[config.mk]
export PLATFORM = sky130hd
export DESIGN_NAME = reciprocating_trapezoid_profile_core
export DESIGN_NICKNAME = d
export VERILOG_FILES = /design/src/rtp_pkg.sv /design/src/rtp_serial_mul.sv /design/src/reciprocating_trapezoid_profile_core.sv
export SDC_FILE = /design/constraint.sdc
export NUM_CORES = 2
export LEC_CHECK = 0
export BUFFER_PORTS_ARGS = -buffer_cell sky130_fd_sc_hd__buf_2
export CAP_MARGIN = 20
export CORE_MARGIN = 3
export CORE_UTILIZATION = 55
export CTS_CLUSTER_DIAMETER = 150
export CTS_CLUSTER_SIZE = 16
export DETAILED_ROUTE_END_ITERATION = 8
export PLACE_DENSITY = 0.75
export SYNTH_ARGS = -nofsm -noshare
export SYNTH_HDL_FRONTEND = slang
export SYNTH_SLANG_ARGS = --single-unit
[constraint.sdc]
create_clock -name aclk -period 10.3 [get_ports aclk]
set_clock_uncertainty 0.15 [all_clocks]
set_input_delay 0 -clock aclk [delete_from_list [all_inputs] [get_ports aclk]]
set_output_delay 0 -clock aclk [all_outputs]
set_load 0.05 [all_outputs]
[src/rtp_pkg.sv]
`timescale 1ns / 1ps
`default_nettype none

package rtp_pkg;

    // Field and datapath widths.
    localparam int TIME_W     = 32;
    localparam int POS_W      = 32;
    localparam int RATE_W     = 31;
    localparam int PROD_W     = 63;
    localparam int DIST_W     = 64;
    localparam int CFG_IDX_W  = 3;
    localparam int CFG_DATA_W = 32;
    localparam int S_DATA_W   = 8;
    localparam int M_DATA_W   = 104;

    // Products are clamped at 2^62.
    localparam logic [PROD_W-1:0] PROD_CAP = {1'b1, {(PROD_W-1){1'b0}}};

    localparam logic signed [DIST_W-1:0] SAT_HI = 64'sh0000_0000_7FFF_FFFF;
    localparam logic signed [DIST_W-1:0] SAT_LO = 64'shFFFF_FFFF_8000_0000;

    typedef enum logic [CFG_IDX_W-1:0] {
        CFG_START_POS,
        CFG_END_POS,
        CFG_VEL_MAX,
        CFG_ACCEL,
        CFG_ACCEL_TIME,
        CFG_CRUISE_TIME,
        CFG_TIME_STEP
    } cfg_idx_t;

    typedef enum logic [1:0] {
        PH_ACCEL,
        PH_CRUISE,
        PH_DECEL,
        PH_HALT
    } phase_t;

    typedef enum logic [2:0] {
        ST_IDLE,
        ST_SETUP,
        ST_ISSUE,
        ST_WAIT,
        ST_FINAL,
        ST_HALT
    } state_t;

    // Multiply steps of one tick, in issue order.
    typedef enum logic [2:0] {
        STEP_RAMP_RATE,
        STEP_RAMP_DIST,
        STEP_CRUISE_DIST,
        STEP_COAST_DIST,
        STEP_BRAKE_RATE,
        STEP_BRAKE_DIST
    } step_t;

    typedef struct packed {
        logic busy;
        logic done;
    } mul_status_t;

    function automatic logic [PROD_W-1:0] add_cap(input logic [PROD_W-1:0] a,
                                                  input logic [PROD_W-1:0] b);
        logic [PROD_W:0] s;
        s = {1'b0, a} + {1'b0, b};
        if (s > {1'b0, PROD_CAP}) begin
            return PROD_CAP;
        end
        return s[PROD_W-1:0];
    endfunction

    function automatic logic [POS_W-1:0] sat32(input logic signed [DIST_W-1:0] v);
        if (v > SAT_HI) begin
            return SAT_HI[POS_W-1:0];
        end
        if (v < SAT_LO) begin
            return SAT_LO[POS_W-1:0];
        end
        return v[POS_W-1:0];
    endfunction

endpackage

`default_nettype wire

[src/rtp_serial_mul.sv]
`timescale 1ns / 1ps
`default_nettype none

// Shift-add multiplier, one bit of the time operand per cycle, LSB first.
// The low product bits shift into the time register as it empties.
module rtp_serial_mul import rtp_pkg::*; #(
    parameter int TIME_FRAC_BITS = 16
) (
    input  wire logic              aclk,
    input  wire logic              aresetn,
    input  wire logic              start,
    input  wire logic [PROD_W-1:0] x,
    input  wire logic [TIME_W-1:0] m,
    output mul_status_t            status,
    output logic [PROD_W-1:0]      result
);

    localparam int PW = PROD_W + TIME_W;
    localparam int QW = PW - TIME_FRAC_BITS;
    localparam int CW = $clog2(TIME_W);
    localparam logic [QW-1:0] CAP_Q = QW'(PROD_CAP);
    localparam logic [CW-1:0] LAST_BIT = CW'(TIME_W - 1);

    logic [PROD_W-1:0] x_reg, x_next;
    logic [TIME_W-1:0] m_reg, m_next;
    logic [PROD_W:0]   hi_reg, hi_next;
    logic [CW-1:0]     cnt_reg, cnt_next;
    logic              busy_reg, busy_next;
    logic              done_reg, done_next;

    logic [PROD_W:0]   addend;
    logic [PROD_W:0]   sum;
    logic [PW-1:0]     product;
    logic [QW-1:0]     q;

    always_comb begin
        addend    = m_reg[0] ? {1'b0, x_reg} : '0;
        sum       = hi_reg + addend;
        x_next    = x_reg;
        m_next    = m_reg;
        hi_next   = hi_reg;
        cnt_next  = cnt_reg;
        busy_next = busy_reg;
        done_next = 1'b0;
        if (start) begin
            x_next    = x;
            m_next    = m;
            hi_next   = '0;
            cnt_next  = '0;
            busy_next = 1'b1;
        end else if (busy_reg) begin
            hi_next  = {1'b0, sum[PROD_W:1]};
            m_next   = {sum[0], m_reg[TIME_W-1:1]};
            cnt_next = cnt_reg + 1'b1;
            if (cnt_reg == LAST_BIT) begin
                busy_next = 1'b0;
                done_next = 1'b1;
            end
        end
    end

    always_ff @(posedge aclk) begin
        if (!aresetn) begin
            cnt_reg  <= '0;
            busy_reg <= 1'b0;
            done_reg <= 1'b0;
        end else begin
            cnt_reg  <= cnt_next;
            busy_reg <= busy_next;
            done_reg <= done_next;
        end
    end

    always_ff @(posedge aclk) begin
        x_reg  <= x_next;
        m_reg  <= m_next;
        hi_reg <= hi_next;
    end

    always_comb begin
        product = {hi_reg[PROD_W-1:0], m_reg};
        q       = product[PW-1:TIME_FRAC_BITS];
        result  = (q > CAP_Q) ? PROD_CAP : q[PROD_W-1:0];
    end

    assign status.busy = busy_reg;
    assign status.done = done_reg;

endmodule

`default_nettype wire

[src/reciprocating_trapezoid_profile_core.sv]
`timescale 1ns / 1ps
`default_nettype none

// Reciprocating trapezoidal profile generator for one joint.
// Each item on the s_ channel is one control tick; bit 0 of s_tdata flags an
// obstacle. Each tick returns exactly one item on the m_ channel with the
// reference position, velocity, acceleration, phase, direction and halt flag.
// The user must write the profile parameters through cfg_wr_en/cfg_index/
// cfg_wdata only while the block is idle; the block itself does not enforce
// this. The configuration registers reset to zero. One shared serial
// multiplier retires one bit of the time operand per cycle. A tick needs
// 2, 3 or 6 multiplies (accelerate, cruise, decelerate) and a halted tick
// none; a new tick is taken only once the last has left the final step.
// The output register holds a result until m_tready; a new tick is accepted
// meanwhile, and its result waits in the final step until the register frees.
// Reset is synchronous and active low; it clears the time, direction, held
// position, halt latch and configuration, and empties the output register.
module reciprocating_trapezoid_profile_core import rtp_pkg::*; #(
    parameter int TIME_FRAC_BITS = 16
) (
    input  wire logic                  aclk,
    input  wire logic                  aresetn,
    input  wire logic                  s_tvalid,
    output logic                       s_tready,
    // s_tdata: [0] obstacle, rest zero
    input  wire logic [S_DATA_W-1:0]   s_tdata,
    output logic                       m_tvalid,
    input  wire logic                  m_tready,
    // m_tdata: [31:0] ref_position, [63:32] ref_velocity, [95:64] ref_accel,
    // [97:96] phase, [98] moving_down, [99] halted, rest zero
    output logic [M_DATA_W-1:0]        m_tdata,
    input  wire logic                  cfg_wr_en,
    input  wire logic [CFG_IDX_W-1:0]  cfg_index,
    input  wire logic [CFG_DATA_W-1:0] cfg_wdata
);

    // Configuration registers.
    logic [POS_W-1:0]  start_pos_reg, start_pos_next;
    logic [POS_W-1:0]  end_pos_reg, end_pos_next;
    logic [RATE_W-1:0] vmax_reg, vmax_next;
    logic [RATE_W-1:0] acc_reg, acc_next;
    logic [TIME_W-1:0] ta_reg, ta_next;
    logic [TIME_W-1:0] tc_reg, tc_next;
    logic [TIME_W-1:0] dt_reg, dt_next;

    // Profile state.
    logic [TIME_W-1:0] elapsed_reg, elapsed_next;
    logic              down_reg, down_next;
    logic [POS_W-1:0]  held_reg, held_next;
    logic              stopped_reg, stopped_next;

    // Sequencer and working registers.
    state_t                    state_reg, state_next;
    step_t                     step_reg, step_next;
    phase_t                    ph_reg, ph_next;
    logic [TIME_W-1:0]         t_reg, t_next;
    logic [TIME_W-1:0]         td_reg, td_next;
    logic                      turn_reg, turn_next;
    logic [PROD_W-1:0]         p_reg, p_next;
    logic signed [DIST_W-1:0]  dist_reg, dist_next;
    logic signed [DIST_W-1:0]  vel_reg, vel_next;

    // Output register.
    logic                      m_valid_reg, m_valid_next;
    logic [M_DATA_W-1:0]       m_data_reg, m_data_next;

    // Multiplier interface.
    logic                      mul_start;
    logic [PROD_W-1:0]         mul_x;
    logic [TIME_W-1:0]         mul_m;
    mul_status_t               mul_status;
    logic [PROD_W-1:0]         mul_result;

    rtp_serial_mul #(
        .TIME_FRAC_BITS(TIME_FRAC_BITS)
    ) u_mul (
        .aclk   (aclk),
        .aresetn(aresetn),
        .start  (mul_start),
        .x      (mul_x),
        .m      (mul_m),
        .status (mul_status),
        .result (mul_result)
    );

    always_ff @(posedge aclk) begin
        if (!aresetn) begin
            state_reg <= ST_IDLE;
        end else begin
            state_reg <= state_next;
        end
    end

    always_comb begin
        logic              out_free;
        logic [TIME_W:0]   t_sum;
        logic [TIME_W:0]   ac_sum;
        logic [TIME_W+1:0] total;
        logic              last_step;
        logic [TIME_W-1:0] th;
        logic signed [DIST_W-1:0] q_zero;
        logic signed [DIST_W-1:0] pos_sum;
        logic signed [DIST_W-1:0] vel_dir;
        logic [POS_W-1:0]  pos_out;
        logic [POS_W-1:0]  acc_mag;
        logic [POS_W-1:0]  acc_out;
        logic              acc_plus;

        start_pos_next = start_pos_reg;
        end_pos_next   = end_pos_reg;
        vmax_next      = vmax_reg;
        acc_next       = acc_reg;
        ta_next        = ta_reg;
        tc_next        = tc_reg;
        dt_next        = dt_reg;
        elapsed_next   = elapsed_reg;
        down_next      = down_reg;
        held_next      = held_reg;
        stopped_next   = stopped_reg;
        state_next     = state_reg;
        step_next      = step_reg;
        ph_next        = ph_reg;
        t_next         = t_reg;
        td_next        = td_reg;
        turn_next      = turn_reg;
        p_next         = p_reg;
        dist_next      = dist_reg;
        vel_next       = vel_reg;
        m_data_next    = m_data_reg;
        m_valid_next   = m_valid_reg && !m_tready;
        out_free       = !m_valid_reg || m_tready;
        mul_start      = 1'b0;

        if (cfg_wr_en) begin
            unique case (cfg_idx_t'(cfg_index))
                CFG_START_POS:   start_pos_next = cfg_wdata;
                CFG_END_POS:     end_pos_next   = cfg_wdata;
                CFG_VEL_MAX:     vmax_next      = cfg_wdata[RATE_W-1:0];
                CFG_ACCEL:       acc_next       = cfg_wdata[RATE_W-1:0];
                CFG_ACCEL_TIME:  ta_next        = cfg_wdata;
                CFG_CRUISE_TIME: tc_next        = cfg_wdata;
                CFG_TIME_STEP:   dt_next        = cfg_wdata;
                default: ;
            endcase
        end

        t_sum  = {1'b0, elapsed_reg} + {1'b0, dt_reg};
        ac_sum = {1'b0, ta_reg} + {1'b0, tc_reg};
        total  = {1'b0, ta_reg, 1'b0} + {2'b00, tc_reg};

        // Time used by the half-square term: the tick time while ramping up,
        // the full ramp time once past it.
        th = (ph_reg == PH_ACCEL) ? t_reg : ta_reg;

        unique case (step_reg)
            STEP_RAMP_RATE: begin
                mul_x = PROD_W'(acc_reg);
                mul_m = th;
            end
            STEP_RAMP_DIST: begin
                mul_x = p_reg;
                mul_m = th;
            end
            STEP_CRUISE_DIST: begin
                mul_x = PROD_W'(vmax_reg);
                mul_m = (ph_reg == PH_CRUISE) ? td_reg : tc_reg;
            end
            STEP_COAST_DIST: begin
                mul_x = PROD_W'(vmax_reg);
                mul_m = td_reg;
            end
            STEP_BRAKE_RATE: begin
                mul_x = PROD_W'(acc_reg);
                mul_m = td_reg;
            end
            STEP_BRAKE_DIST: begin
                mul_x = p_reg;
                mul_m = td_reg;
            end
            default: begin
                mul_x = '0;
                mul_m = '0;
            end
        endcase

        last_step = ((ph_reg == PH_ACCEL) && (step_reg == STEP_RAMP_DIST)) ||
                    ((ph_reg == PH_CRUISE) && (step_reg == STEP_CRUISE_DIST)) ||
                    (step_reg == STEP_BRAKE_DIST);

        // Final combine: direction, endpoint offset and saturation.
        q_zero  = down_reg ? DIST_W'(signed'(end_pos_reg)) : DIST_W'(signed'(start_pos_reg));
        pos_sum = down_reg ? (q_zero - dist_reg) : (q_zero + dist_reg);
        vel_dir = down_reg ? -vel_reg : vel_reg;
        pos_out = sat32(pos_sum);
        if (turn_reg) begin
            pos_out = down_reg ? start_pos_reg : end_pos_reg;
        end
        acc_mag  = {1'b0, acc_reg};
        acc_plus = ((ph_reg == PH_ACCEL) && !down_reg) || ((ph_reg == PH_DECEL) && down_reg);
        if (ph_reg == PH_CRUISE) begin
            acc_out = '0;
        end else if (acc_plus) begin
            acc_out = acc_mag;
        end else begin
            acc_out = -acc_mag;
        end

        unique case (state_reg)
            ST_IDLE: begin
                if (s_tvalid) begin
                    if (s_tdata[0] || stopped_reg) begin
                        stopped_next = 1'b1;
                        state_next   = ST_HALT;
                    end else begin
                        t_next     = t_sum[TIME_W] ? '1 : t_sum[TIME_W-1:0];
                        state_next = ST_SETUP;
                    end
                end
            end
            ST_SETUP: begin
                step_next = STEP_RAMP_RATE;
                vel_next  = DIST_W'(vmax_reg);
                turn_next = 1'b0;
                if (t_reg <= ta_reg) begin
                    ph_next = PH_ACCEL;
                    td_next = '0;
                end else if ({1'b0, t_reg} <= ac_sum) begin
                    ph_next = PH_CRUISE;
                    td_next = t_reg - ta_reg;
                end else begin
                    ph_next   = PH_DECEL;
                    td_next   = t_reg - ac_sum[TIME_W-1:0];
                    turn_next = ({2'b00, t_reg} >= total);
                end
                state_next = ST_ISSUE;
            end
            ST_ISSUE: begin
                if (!mul_status.busy) begin
                    mul_start  = 1'b1;
                    state_next = ST_WAIT;
                end
            end
            ST_WAIT: begin
                if (mul_status.done) begin
                    unique case (step_reg)
                        STEP_RAMP_RATE: begin
                            p_next = mul_result;
                            if (ph_reg == PH_ACCEL) begin
                                vel_next = DIST_W'(mul_result);
                            end
                        end
                        STEP_RAMP_DIST: begin
                            dist_next = {2'b00, mul_result[PROD_W-1:1]};
                        end
                        STEP_CRUISE_DIST, STEP_COAST_DIST: begin
                            dist_next = {1'b0, add_cap(dist_reg[PROD_W-1:0], mul_result)};
                        end
                        STEP_BRAKE_RATE: begin
                            p_next   = mul_result;
                            vel_next = DIST_W'(vmax_reg) - DIST_W'(mul_result);
                        end
                        STEP_BRAKE_DIST: begin
                            dist_next = dist_reg - {2'b00, mul_result[PROD_W-1:1]};
                        end
                        default: ;
                    endcase
                    if (last_step) begin
                        state_next = ST_FINAL;
                    end else begin
                        step_next  = step_t'(step_reg + 3'd1);
                        state_next = ST_ISSUE;
                    end
                end
            end
            ST_FINAL: begin
                if (out_free) begin
                    m_valid_next = 1'b1;
                    m_data_next  = {4'b0000, 1'b0, down_reg ^ turn_reg, ph_reg,
                                    acc_out, sat32(vel_dir), pos_out};
                    held_next    = pos_out;
                    if (turn_reg) begin
                        elapsed_next = '0;
                        down_next    = !down_reg;
                    end else begin
                        elapsed_next = t_reg;
                    end
                    state_next = ST_IDLE;
                end
            end
            ST_HALT: begin
                if (out_free) begin
                    m_valid_next = 1'b1;
                    m_data_next  = {4'b0000, 1'b1, down_reg, PH_HALT,
                                    {POS_W{1'b0}}, {POS_W{1'b0}}, held_reg};
                    state_next   = ST_IDLE;
                end
            end
            default: begin
                state_next = ST_IDLE;
            end
        endcase
    end

    always_ff @(posedge aclk) begin
        if (!aresetn) begin
            start_pos_reg <= '0;
            end_pos_reg   <= '0;
            vmax_reg      <= '0;
            acc_reg       <= '0;
            ta_reg        <= '0;
            tc_reg        <= '0;
            dt_reg        <= '0;
            elapsed_reg   <= '0;
            down_reg      <= 1'b0;
            held_reg      <= '0;
            stopped_reg   <= 1'b0;
            step_reg      <= STEP_RAMP_RATE;
            m_valid_reg   <= 1'b0;
        end else begin
            start_pos_reg <= start_pos_next;
            end_pos_reg   <= end_pos_next;
            vmax_reg      <= vmax_next;
            acc_reg       <= acc_next;
            ta_reg        <= ta_next;
            tc_reg        <= tc_next;
            dt_reg        <= dt_next;
            elapsed_reg   <= elapsed_next;
            down_reg      <= down_next;
            held_reg      <= held_next;
            stopped_reg   <= stopped_next;
            step_reg      <= step_next;
            m_valid_reg   <= m_valid_next;
        end
    end

    // Working values and the output payload need no reset.
    always_ff @(posedge aclk) begin
        ph_reg     <= ph_next;
        t_reg      <= t_next;
        td_reg     <= td_next;
        turn_reg   <= turn_next;
        p_reg      <= p_next;
        dist_reg   <= dist_next;
        vel_reg    <= vel_next;
        m_data_reg <= m_data_next;
    end

    assign s_tready = (state_reg == ST_IDLE);
    assign m_tvalid = m_valid_reg;
    assign m_tdata  = m_data_reg;

endmodule

`default_nettype wire

* After elaboration in Yosys (flattened, before gate mapping)
Cells that the tools add are included.
Widths: inputs -> output; s select.
** Cells by class
- Add/sub/neg operators :: 15
- Multiply operators :: 0
- Div/mod/pow operators :: 0
- Magnitude comparators :: 9
- Equality and inequality tests :: 28
- Shift-type cells :: 0
- Mux-type cells :: 68
- Bitwise gates (word level) :: 4
- Reductions and logical operators :: 47
** Operators with widths (number)
- $mux 32 :: 18
- $mux 64 :: 5
- $pmux 64 s2 :: 2
- $mux 63 :: 4
- $mux 104 :: 2
- $pmux 104 s2 :: 1
- $pmux 64 s3 :: 1
- $pmux 63 s3 :: 1
- $gt 64x32->1 const B :: 2
- $lt 64x32->1 const B :: 2
- $pmux 32 s3 :: 1
- $gt 79x63->1 const B :: 1
- $add 32x32->33 :: 2
- $add 63x63->64 :: 1
- $add 63x64->64 :: 1
- $add 64x64->64 :: 1
- $gt 64x63->1 const B :: 1
- $neg 64->64 :: 1
- $sub 31x63->64 :: 1
- $sub 32x32->32 :: 2
- $sub 64x62->64 :: 1
- $sub 64x64->64 :: 1
- $add 33x32->34 :: 1
- $ge 32x34->1 :: 1
- other kinds (34) :: 117
** Storage, ports and cells
- Register bits after elaboration :: 822
- Bits in latches :: 0
- RAM bits :: 0
- ROM bits :: 0
- Bits of input ports :: 48
- Output and inout bits :: 106
- Word-level logic and storage cells :: 199
- Memories :: 0

* Depth between registers and ports, before layout
- Depth in word-level cells :: 13
- Gate-level depth with buffers :: 30

* By module
From an unflattened synthesis, not the netlist that was laid out.
** Unflattened totals
- Cells, all modules :: 7529
- Area, all modules :: 63564.7 µm²
** By module, submodules not included
- reciprocating_trapezoid_profile_core :: instances 1, cells an instance 6425, area each 53139.7 µm²
- rtp_serial_mul :: instances 1, cells an instance 1104, area each 10425.0 µm²

* Least setup slack after synthesis
Ideal clock, no wire load.
- Kind :: flip-flop to flip-flop
- From :: reg u_mul.m_reg[16]
- To :: reg dist_reg[18], data pin
- Data arrival time :: 7.089 ns
- Slack :: 2.929 ns
- Stages on the path, launching flop included :: 27
- Clock period less this slack :: 7.371 ns
- Cell sequence :: edfxtp_1 or4b_2 or4_1 nor3_1 nand2_1 a21oi_1 clkbuf_1 clkbuf_1 clkbuf_1 and2_1 ha_1 fa_1 nand3_1 a211oi_1 nor3_1 a211oi_1 a31oi_1 o31ai_1 a31oi_1 o21ai_0 xnor2_1 nand4_1 or4_1 nor4_1 a31o_2 clkbuf_1 a221o_1
** Between the ends
- Longest elaborated chain between the ends :: 10
- Elaborated cells on any way between the ends :: 11
** Ends and longest elaborated chain
- start, declared :: line rtp_serial_mul.sv:25 : logic [TIME_W-1:0] m_reg, m_next;
- start signal, assigned :: line rtp_serial_mul.sv:76 : m_reg <= m_next;
- $gt 79x63->1 :: line rtp_serial_mul.sv:83 : result = (q > CAP_Q) ? PROD_CAP : q[PROD_W-1:0];
- $mux 63 (*) :: line rtp_serial_mul.sv:83
- net mul_result[0] :: line reciprocating_trapezoid_profile_core.sv:72 : logic [PROD_W-1:0] mul_result;
- $add 63x63->64 (*) :: line rtp_pkg.sv:67 : s = {1'b0, a} + {1'b0, b};
- $gt 64x63->1 :: line rtp_pkg.sv:68 : if (s > {1'b0, PROD_CAP}) begin
- $mux 1 :: line rtp_pkg.sv:68
- $mux 1 :: line reciprocating_trapezoid_profile_core.sv:245 : unique case (step_reg)
- $mux 1 :: line reciprocating_trapezoid_profile_core.sv:244 : if (mul_status.done) begin
- $mux 1 :: line reciprocating_trapezoid_profile_core.sv:208 : unique case (state_reg)
- $mux 63 (*) :: line rtp_pkg.sv:71 : return s[PROD_W-1:0];
- $pmux 64 s3 (*) :: line reciprocating_trapezoid_profile_core.sv:245
- end signal, assigned :: line reciprocating_trapezoid_profile_core.sv:343 : dist_reg <= dist_next;
- end, declared :: line reciprocating_trapezoid_profile_core.sv:60 : logic signed [DIST_W-1:0] dist_reg, dist_next;
The timed path passes the listed nets; every way through them passes the cells marked *. The select of a mux whose other input is x is not followed.
A chain may end at the register's enable or synchronous reset.

* Worst setup path in the final report
- From :: reg u_mul.m_reg[16]
- To :: reg dist_reg[23], data pin
Same word-level chain as after synthesis.

==> impl.org <==
** Status
- Run status :: completed

** Setup path
- Critical path class :: register to register
- The worst setup path is captured at a register.
- For the worst setup path, the data arrival time is 9.31 ns.
- Counting both buffers and inverters, the worst setup path holds a total of 0.
- Top Family by Delay on Critical Path :: simple AND/OR/NAND/NOR gates
- Data on the critical path is required at its endpoint by 10.71 ns.
- Max FO, Critical Path :: 20
- Worst Setup Start Kind :: register
- CP max stage delay :: 0.79 ns
- For this design, the slowest cell found on the critical path is sky130_fd_sc_hd__o31ai_1.
- The signal on the critical path passes through or4b_2, or4_1, nor3_1, nand2_1, a21oi_4, and2_1, ha_1, fa_1, nand3_1, a211oi_1, nor3_1, a211oi_1, a31oi_1, o31ai_1, a21oi_1, xnor2_1, nor4_1, nor4b_1, nand4_1, nor4_1, a31o_2, a221o_1.

** Job
- The tool flagged a number of max-cap violations equal to 0.

** Placed design
- Port buffering added 142 buffers.
- Once detailed placement completed, the half-perimeter wirelength came to 166000 µm.
- The placed instances occupy a cell area of 64700 µm².
- Placer's final routability congestion estimate :: slightly above 1
- Before CTS, the worst setup slack after placement is 1.61 ns.

** Synth
- Synthesized-area fraction occupied by ao, oa, aoi and oai cells :: 23.9%
- After technology mapping, the gate count stands at around 7600.
- Of the total synthesized cell area, the portion taken by full adders, half adders and majority gates is approximately a tenth.
- Yosys top cell area share :: 21.6%
- Synth Area per Inst :: between 8 and 9 µm²
- Top cells by count, synth :: sky130_fd_sc_hd__nand2_1 (1156), sky130_fd_sc_hd__a21oi_1 (568), sky130_fd_sc_hd__nor2_1 (499)
- Syn. warnings :: 0
- By area, the combinational part of the netlist is dominated by compound AO/OA/AOI/OAI gates.
- After synthesis, the share of flip-flops with an asynchronous set or reset is 0%.
- Most repeated cell in the gate-level netlist after synthesis :: sky130_fd_sc_hd__nand2_1
- Share of the yosys chip area belonging to registers :: about a third
- For this run, the leading register cell type out of synthesis is sky130_fd_sc_hd__edfxtp_1.
- Leading area contributor after synthesis :: sky130_fd_sc_hd__edfxtp_1
- Synthesized cell area :: 62900 µm²
- Post-synth EDFFs :: about 450
- The synthesized design contains 818 register bits.
- Ranked by total cell area, the synthesized netlist is headed by sky130_fd_sc_hd__edfxtp_1 (22%), sky130_fd_sc_hd__dfxtp_1 (12%), sky130_fd_sc_hd__ha_1 (9.6%), sky130_fd_sc_hd__nand2_1 (6.9%), sky130_fd_sc_hd__a21oi_1 (4.5%).
- Multiplexer area fraction after synthesis :: 1.49%
- The synthesized netlist devotes 7.36% of its cell area to XOR and XNOR gates.
- Number of library cell types mapped by synthesis :: 100
- Simple-gate portion of the synthesized area :: 20.0%

** Timing
- Setup repair after global routing left no endpoint under its margin.
- Fin. Hold Viols :: 0
- Adding up every negative setup slack in the final design gives 0 ns.
- Setup-failing EPs final :: 0
- Worst-case hold slack :: ~0.078 ns
- Relative max-transition margin :: between 20 and 30%
- Derived from the worst setup path, the maximum achievable clock frequency is 112 MHz.
- Clock period minus final worst setup slack :: 8.91 ns
- For the pin with the worst max-slew slack, the measured transition is 1.07 ns.
- After layout, the worst path uses 86.5% of the clock period.
- In the post-route analysis, the smallest setup slack over all paths is 1.39 ns.
- Final-report max-slew violation count :: 0

** Power
- In this run the power density over the cells is between 150 and 200 nW/µm².
- For this design the static power due to leakage is around 27 nW.
- Maximum vdd drop :: ~0.16 mV
- Design Power :: 12.6 mW

** Clock tree
- Clock sink total :: 818
- CTS tree :: yes
- Clock input transition at the sequential cells of the worst setup and hold paths :: 0.09 ns
- The clock reaches the later pin of the worst-skew pair after 0.71 ns.
- Buffers added to address setup during post-CTS repair amount to 0.
- Deepest level of the CTS H-tree :: 2
- TritonCTS created 57 clock buffers.
- Cell chosen for the clock root :: sky130_fd_sc_hd__clkbuf_16
- In this run the deepest clock path goes through 3 buffers.

** Route
- Antenna-violating nets left :: 0
- DR DRC count :: 0
- DRC violation total after the first TritonRoute iteration :: 6852
- For this block, the routed nets add up to 217000 µm of wire.
- DR pass1 iterations :: 9
- Routed via count divided by cell count :: 6.47
- Via count of the routed design :: 58800
- After detailed routing, the average wire length per cell comes to 23.9 µm.

** GRT
- Global-route wire length before repair :: 325000 µm
- The initial antenna violation count is 8.
- Entering global routing, the biggest net connects about 150 pins.
- Grt ovf :: 0
- Via count of the first global-routing pass :: around 54000
- Total Routing Usage GR :: a little over a third

** Die
- The die covers around 120000 µm².
- The core region is 113000 µm².
- Starting density of the core :: 55.6%
- Number of placement rows :: 123
- The die is 344 µm tall.
- Number of top-level pins :: 154
- From left edge to right edge, the die measures 344 µm.

** Final layout
- The register with the most flip-flops in the layout has 100 of them.
- Compared with the post-synthesis result, the final layout area differs by 6.51%.
- Fill cells in the final layout number 10100.
- Share of cells above drive strength 1 :: 5.69%
- The finished cells cover 67000 µm².
- After the last flow step, the layout net total stands at between 8000 and 9000.

** Worst hold path
- Class of the worst hold path :: input pin to register
[area by class of cell]
type / count / area, µm² / share of cell area [%]
Antenna cell: 4 / 10.0 / 0.0149
Clock buffer: 104 / 1620 / 2.43
Clock inverter: 4 / 81.3 / 0.121
Inverter: 292 / 1100 / 1.64
Multi-Input combinational cell: 6108 / 39600 / 59.2
Sequential cell: 818 / 20900 / 31.2
Tap cell: 1500 / 1880 / 2.80
Timing Repair Buffer: 254 / 1710 / 2.56
[layer usage]
metal | vias to the layer above | GRT usage [%] | routed length [µm]
met5 | - | 0 | 24
met4 | 4 | 12.6 | 8630
met3 | 434 | 7.34 | 24900
met2 | 3020 | 55.6 | 94700
met1 | 27900 | 48.6 | 89000
li1 | 27400 | - | -
[worst min-delay path: cells and delay by family]
family,cells,cell delay (ns)
buf+inv,2,0.74
compound gates,1,0.07
simple gates,1,0.07
[final timing paths]
check / endpoint / start / cells past startpoint / slack [ns]
worst max register to register: dist_reg[23]$_DFFE_PP_ / u_mul.m_reg[16]$_DFFE_PP_ / 22 / 1.39
worst min register to register: held_reg[17]$_SDFFE_PN0P_ / held_reg[17]$_SDFFE_PN0P_ / 2 / 0.31
worst max-delay path: dist_reg[23]$_DFFE_PP_ / u_mul.m_reg[16]$_DFFE_PP_ / 22 / 1.39
worst min-delay path: acc_reg[0]$_SDFFE_PN0P_ / cfg_wdata[0] / 4 / 0.08
[per-stage QoR]
step | util, % | cells
after floorplan | - | 7593
after global placement | 57.3 | 8923
after detailed placement | 57.3 | 8923
after CTS | 59.2 | 9079
after global routing | 59.3 | 9080
final | 59.3 | 9084
[kinds of logic after synthesis]
kind of cell / after synthesis
AO/OA/AOI/OAI: 2298
XOR/XNOR: 527
adder cells (fa/ha/maj): 493
flip-flops: 818
AND/OR/NAND/NOR: 2698
buffers and inverters: 667
multiplexers: 88
other: 1
[where the power goes]
group / internal, mW / total, mW / switching (mW)
combinational: 1.91 / 5.58 / 3.67
clock: 1.07 / 2.30 / 1.23
sequential: 4.16 / 4.68 / 0.522
[layout by cell type (no fill, tap or decap), drive strengths merged, types with 51 or more instances in the layout]
cell type / n
o21bai: 62
nand4: 98
xnor2: 310
a222oi: 63
xor2: 216
edfxtp: 453
nor4: 67
nand2: 1157
o21ai: 553
ha: 483
a21o: 256
o21a: 54
and2: 132
o31ai: 51
or3: 60
a21boi: 286
nor2b: 75
mux2i: 51
nor3: 140
inv: 291
nand3: 192
dfxtp: 365
buf: 205
clkbuf: 105
nor2: 499
nand2b: 80
a31oi: 67
a21oi: 568
[what timing repair did]
action / CTS / global route
hold endpoints to repair: 247 / 0
hold buffers: 48 / 0
resized for setup: 0 / 0
No activity file was read; power rests on OpenSTA's default activity.
